==> src/design/w2s_pkg.sv <==
package w2s_pkg;

  localparam int NCOEFF     = 12;
  localparam int CIDX_W     = 4;
  localparam int ROW_STRIDE = 4;   // three weights and one offset per matrix row
  localparam int QDEPTH     = 4;
  localparam int QAW        = 2;
  localparam int WIDE       = 64;
  localparam int RATIO_BITS = 48;  // ratio magnitude is capped at 2**48
  localparam int DIM_W      = 14;
  localparam int CFG_IDX_W  = 3;

  localparam logic [CIDX_W-1:0] COEFF_LIMIT   = 4'd12;
  localparam logic [DIM_W-1:0]  WIDTH_RESET   = 14'd1920;
  localparam logic [DIM_W-1:0]  HEIGHT_RESET  = 14'd1080;

  typedef enum logic {
    OP_COEFF   = 1'b0,
    OP_PROJECT = 1'b1
  } op_t;

  typedef enum logic [CFG_IDX_W-1:0] {
    CFG_OVR_MODE    = 3'd0,
    CFG_OVR_WIDTH   = 3'd1,
    CFG_OVR_HEIGHT  = 3'd2,
    CFG_DISP_WIDTH  = 3'd3,
    CFG_DISP_HEIGHT = 3'd4
  } cfg_reg_t;

  typedef struct packed {
    logic             ovr;
    logic [DIM_W-1:0] ovr_w;
    logic [DIM_W-1:0] ovr_h;
    logic [DIM_W-1:0] disp_w;
    logic [DIM_W-1:0] disp_h;
  } cfg_t;

  // queue entry: a holds the coefficient value or point x
  typedef struct packed {
    op_t                op;
    logic [CIDX_W-1:0]  cidx;
    logic signed [31:0] a;
    logic signed [31:0] b;
    logic signed [31:0] c;
  } qent_t;

  typedef struct packed {
    logic            wbad;
    logic [WIDE-1:0] d;
  } div_side_t;

  typedef struct packed {
    logic [WIDE-1:0]       n;
    logic [WIDE-1:0]       rem;
    logic [RATIO_BITS-1:0] q;
    logic                  cap;
    logic                  neg;
  } div_lane_t;

endpackage

==> src/design/w2s_front.sv <==
module w2s_front (
  input  logic                       clk,
  input  logic                       rst_n,
  input  logic                       push,
  output logic                       full,
  input  logic                       op,
  input  logic [w2s_pkg::CIDX_W-1:0] coeff_index,
  input  logic signed [31:0]         coeff_value,
  input  logic signed [31:0]         point_x,
  input  logic signed [31:0]         point_y,
  input  logic signed [31:0]         point_z,
  output logic                       q_vld,
  output w2s_pkg::qent_t             q_ent,
  input  logic                       q_pop
);

  localparam int QD  = w2s_pkg::QDEPTH;
  localparam int QAW = w2s_pkg::QAW;

  w2s_pkg::qent_t   mem_r [QD];
  w2s_pkg::qent_t   ent;
  logic [QAW-1:0]   wr_ptr_r, rd_ptr_r;
  logic [QAW:0]     cnt_r, cnt_nxt;
  logic             keep, wr, rd;

  // writes to coefficients beyond the matrix are dropped here
  assign keep = (op == w2s_pkg::OP_PROJECT) || (coeff_index < w2s_pkg::COEFF_LIMIT);
  assign full = (cnt_r == (QAW+1)'(QD));
  assign wr   = push && !full && keep;
  assign rd   = q_pop && q_vld;

  always_comb begin
    ent.op   = w2s_pkg::op_t'(op);
    ent.cidx = coeff_index;
    ent.a    = (op == w2s_pkg::OP_PROJECT) ? point_x : coeff_value;
    ent.b    = point_y;
    ent.c    = point_z;
  end

  always_comb begin
    cnt_nxt = cnt_r;
    if (wr && !rd) begin
      cnt_nxt = cnt_r + 1'b1;
    end else if (rd && !wr) begin
      cnt_nxt = cnt_r - 1'b1;
    end
  end

  always_ff @(posedge clk) begin
    if (!rst_n) begin
      wr_ptr_r <= '0;
      rd_ptr_r <= '0;
      cnt_r    <= '0;
    end else begin
      cnt_r <= cnt_nxt;
      if (wr) begin
        wr_ptr_r <= wr_ptr_r + 1'b1;
      end
      if (rd) begin
        rd_ptr_r <= rd_ptr_r + 1'b1;
      end
    end
  end

  always_ff @(posedge clk) begin
    if (wr) begin
      mem_r[wr_ptr_r] <= ent;
    end
  end

  assign q_vld = (cnt_r != '0);
  assign q_ent = mem_r[rd_ptr_r];

endmodule

==> config.mk <==
export PLATFORM = sky130hd
export DESIGN_NAME = w2s_front
export DESIGN_NICKNAME = d
export VERILOG_FILES = /design/src/design/w2s_pkg.sv /design/src/design/w2s_front.sv
export SDC_FILE = /design/constraint.sdc
export NUM_CORES = 1
export LEC_CHECK = 0
export BUFFER_PORTS_ARGS = -buffer_cell sky130_fd_sc_hd__buf_2
export CAP_MARGIN = 40
export CORE_MARGIN = 10
export CORE_UTILIZATION = 45
export DETAILED_ROUTE_END_ITERATION = 8
export PLACE_DENSITY_LB_ADDON = 0.12
export SLEW_MARGIN = 20
export SYNTH_ARGS = -nofsm -noshare
export SYNTH_HDL_FRONTEND = slang
export SYNTH_SLANG_ARGS = --single-unit
==> constraint.sdc <==
create_clock -name clk -period 4.2 [get_ports clk]
set_clock_uncertainty 0.05 [all_clocks]
set_input_delay 0.42 -clock clk [delete_from_list [all_inputs] [get_ports clk]]
set_output_delay 0.42 -clock clk [all_outputs]
set_load 0.05 [all_outputs]
==> impl_metrics.env <==
export IMPL_status="complete, no violations"
export IMPL_die_x_um=205.1
export IMPL_holdPathStages=1
export IMPL_postCtsSetupBuffers=0
export IMPL_cpPeakStageDelay_ns=0.65
export IMPL_clockBufferDepth=3
export IMPL_core_area_sq_um=33700
export IMPL_dp_hpwl_um=19910
export IMPL_synth_ff_latch_count=413
export IMPL_yosys_top_cells_area="edfxtp_1, mux4_2, mux2_2"
export IMPL_start_util=0.4576
export IMPL_power_density_nw_per_um2=668.8
export IMPL_die_area_sq_um=42070
export IMPL_antenna_found_initial=1
export IMPL_drcViolationCount=0
export IMPL_cp_required_ns=3.73
export IMPL_max_slew_worst_pin_slew_ns=0.8583
export IMPL_avgViaCountPerCell=5.268
export IMPL_finalPower_mw=12.35
export IMPL_min_to="mem_r[3][3]$_DFFE_PP_"
export IMPL_gp_congestion=0.7514
export IMPL_clk_latency_ns=0.52
export IMPL_area_growth_pct=19.72
export IMPL_postSynthCellCount=612
export IMPL_cp_slowest_cell="mux4_2"
export IMPL_crit_path_end_kind="output pin"
export IMPL_dr_total_vias=7143
export IMPL_gr_usage_all_layers=0.1498
export IMPL_io_buffer_count=239
export IMPL_r2r_slack_ns=1.60
export IMPL_drtPass1Iterations=4
export IMPL_worstHoldStart="point_z[3]"
export IMPL_clk_pin_slew_ns=0.06
export IMPL_ctsHoldBuffers=0
export IMPL_first_iter_violations=419
export IMPL_gr_total_overflow=0
export IMPL_seq_area_frac_synth=0.7984
export IMPL_drive_gt1_frac=0.4939
export IMPL_grt_pass1_wl_um=48250
export IMPL_p_leak_nw=6.205
export IMPL_cp_max_fo=101
export IMPL_slew_headroom=0.4278
export IMPL_crit_arrival_ns=2.46
export IMPL_critical_path_top_delay_family="buffers and inverters"
export IMPL_die_y_um=205.1
export IMPL_reg2reg_from="cnt_r[0]$_SDFFE_PN0P_"
export IMPL_crit_path_start_kind="flop"
export IMPL_reg2reg_to="mem_r[0][8]$_DFFE_PP_"
export IMPL_avgSynthCellArea_sq_um=25.20
export IMPL_ys_warn_count=0
export IMPL_drt_total_wl_um=31570
export IMPL_drv_slew=0
export IMPL_syn_area_sq_um=15420
export IMPL_core_rowCount=67
export IMPL_ctsHtreeMaxLevel=2
export IMPL_grt_max_degree=102
export IMPL_max_freq_mhz=341.7
export IMPL_wl_per_cell_um=23.28
export IMPL_min_path_type="primary input to flop"
export IMPL_cap_violations=0
export IMPL_worstPathCellList="buf_12 > mux4_2 > buf_2"
export IMPL_cts_tree="yes"
export IMPL_critPathBufInv=2
export IMPL_yosysTopAreaCellShare=0.7867
export IMPL_peakVddDrop_mv=0.5118
export IMPL_synth_top_cell_by_area="edfxtp_1"
export IMPL_syn_num_nets=755
export IMPL_setup_tns_ns=0
export IMPL_rsz0062_at_grt="no"
export IMPL_clkSinkCount=413
export IMPL_ant_nets=0
export IMPL_n_fill_cell=2647
export IMPL_finalNetCount=1021
export IMPL_post_cts_resized=0
export IMPL_r2r_cells=4
export IMPL_root_buffer="clkbuf_16"
export IMPL_cts_made_buffers=42
export IMPL_hold_viol=0
export IMPL_num_io_pins=240
export IMPL_finalSetupViolCount=0
export IMPL_post_route_period_util=0.6968
export IMPL_crit_type="flop to output pin"
export IMPL_period_needed_ns=2.927
export IMPL_grt_pass1_vias=8078
export IMPL_ys_types=25
## Yosys cell counts
master and number:
edfxtp_1 404, mux4_2 101, mux2_2 32, buf_2 14, buf_4 9, dfxtp_1 9, and2_1 6, ha_1 5
inv_1 5, clkbuf_1 4, nand2_1 4, mux2i_1 3, xnor2_1 3, and2_2 2, a21boi_0 1, a311oi_4 1
fa_1 1, nor2b_1 1, nor3b_2 1, o21ai_0 1, o311ai_0 1, o31ai_1 1, or3_1 1, or3_2 1
xor2_1 1
## layout make-up
type                       instances  area [sq um]  area share
timing repair buffer             249          1334     0.07225
antenna                            1         2.502   0.0001355
clock buffer                      55          1121     0.06073
multi-input combinational        167          2948      0.1597
inverter                           5         18.77    0.001017
sequential                       413         12320      0.6673
tap                              448         560.5     0.03036
clock inverter                    18         157.7    0.008539
## cell usage in the layout (no fill, tap or decap), types with 3 or more instances in the layout
cell	count
nand2_1	4
clkbuf_16	43
inv_1	5
buf_4	5
and2_4	4
ha_1	5
mux2_2	32
clkinv_2	4
xnor2_1	3
dfxtp_1	7
mux2i_1	3
edfxtp_1	404
buf_2	239
mux4_2	101
clkbuf_1	12
buf_12	5
clkinv_1	6
## worst max path at each step
stage                                     start                      to  slack (ns)  depth (start not counted)
after floorplan           cnt_r[0]$_SDFFE_PN0P_   mem_r[2][0]$_DFFE_PP_        0.25                          3
after global placement           coeff_index[3]  mem_r[0][92]$_DFFE_PP_        1.58                          4
after detailed placement         coeff_index[3]  mem_r[0][92]$_DFFE_PP_        1.54                          4
after CTS                                  flop               q_ent[29]        1.18                          3
after global routing                       flop               q_ent[29]        1.09                          3
final                                      flop               q_ent[29]        1.27                          3
## cell families after synthesis
logic type | synth area share
AND/OR/NAND/NOR | 0.006491
buffers and inverters | 0.01112
XOR/XNOR | 0.002272
flip-flops | 0.7984
AO/OA/AOI/OAI | 0.003570
adder cells (fa/ha/maj) | 0.005355
multiplexers | 0.1728
## power breakdown
group / internal, mW / total, mW / switching [mW]
Sequential: 4.95 / 5.05 / 0.105
Clock: 2.01 / 3.45 / 1.44
Combinational: 1.16 / 3.84 / 2.68
Total: 8.12 / 12.3 / 4.23
## routing by layer
layer	up-vias	part of all wire	track usage	routed length, um
met5	-	0	0	0
met4	0	0.017	0.03938	543
met3	47	0.070	0.04249	2216
met2	225	0.50	0.2475	15840
met1	3724	0.41	0.1916	12980
li1	3147	-	-	-
## sequential cells by signal (all words and copies together), names as in the netlist, named ones only
signal / flops
mem_r: 404
cnt_r: 3
rd_ptr_r: 2
wr_ptr_r: 2
## per-stage QoR
stage / utilization / cell area, sq um / hold WS (ns) / setup slack [ns] / instances
6_report: 0.5478 / 18460 / 0.06444 / 1.273 / 1356
3_3_place_gp: 0.5098 / 17180 / 0.4301 / 1.581 / 1282
2_1_floorplan: - / 15420 / 0.4177 / 0.2507 / 612
5_1_grt: 0.5478 / 18460 / 0.04655 / 1.089 / 1356
4_1_cts: 0.5477 / 18460 / 0.03321 / 1.178 / 1355
3_5_place_dp: 0.5098 / 17180 / 0.4522 / 1.537 / 1282
Note: power is estimated with default switching activity, not from simulation.
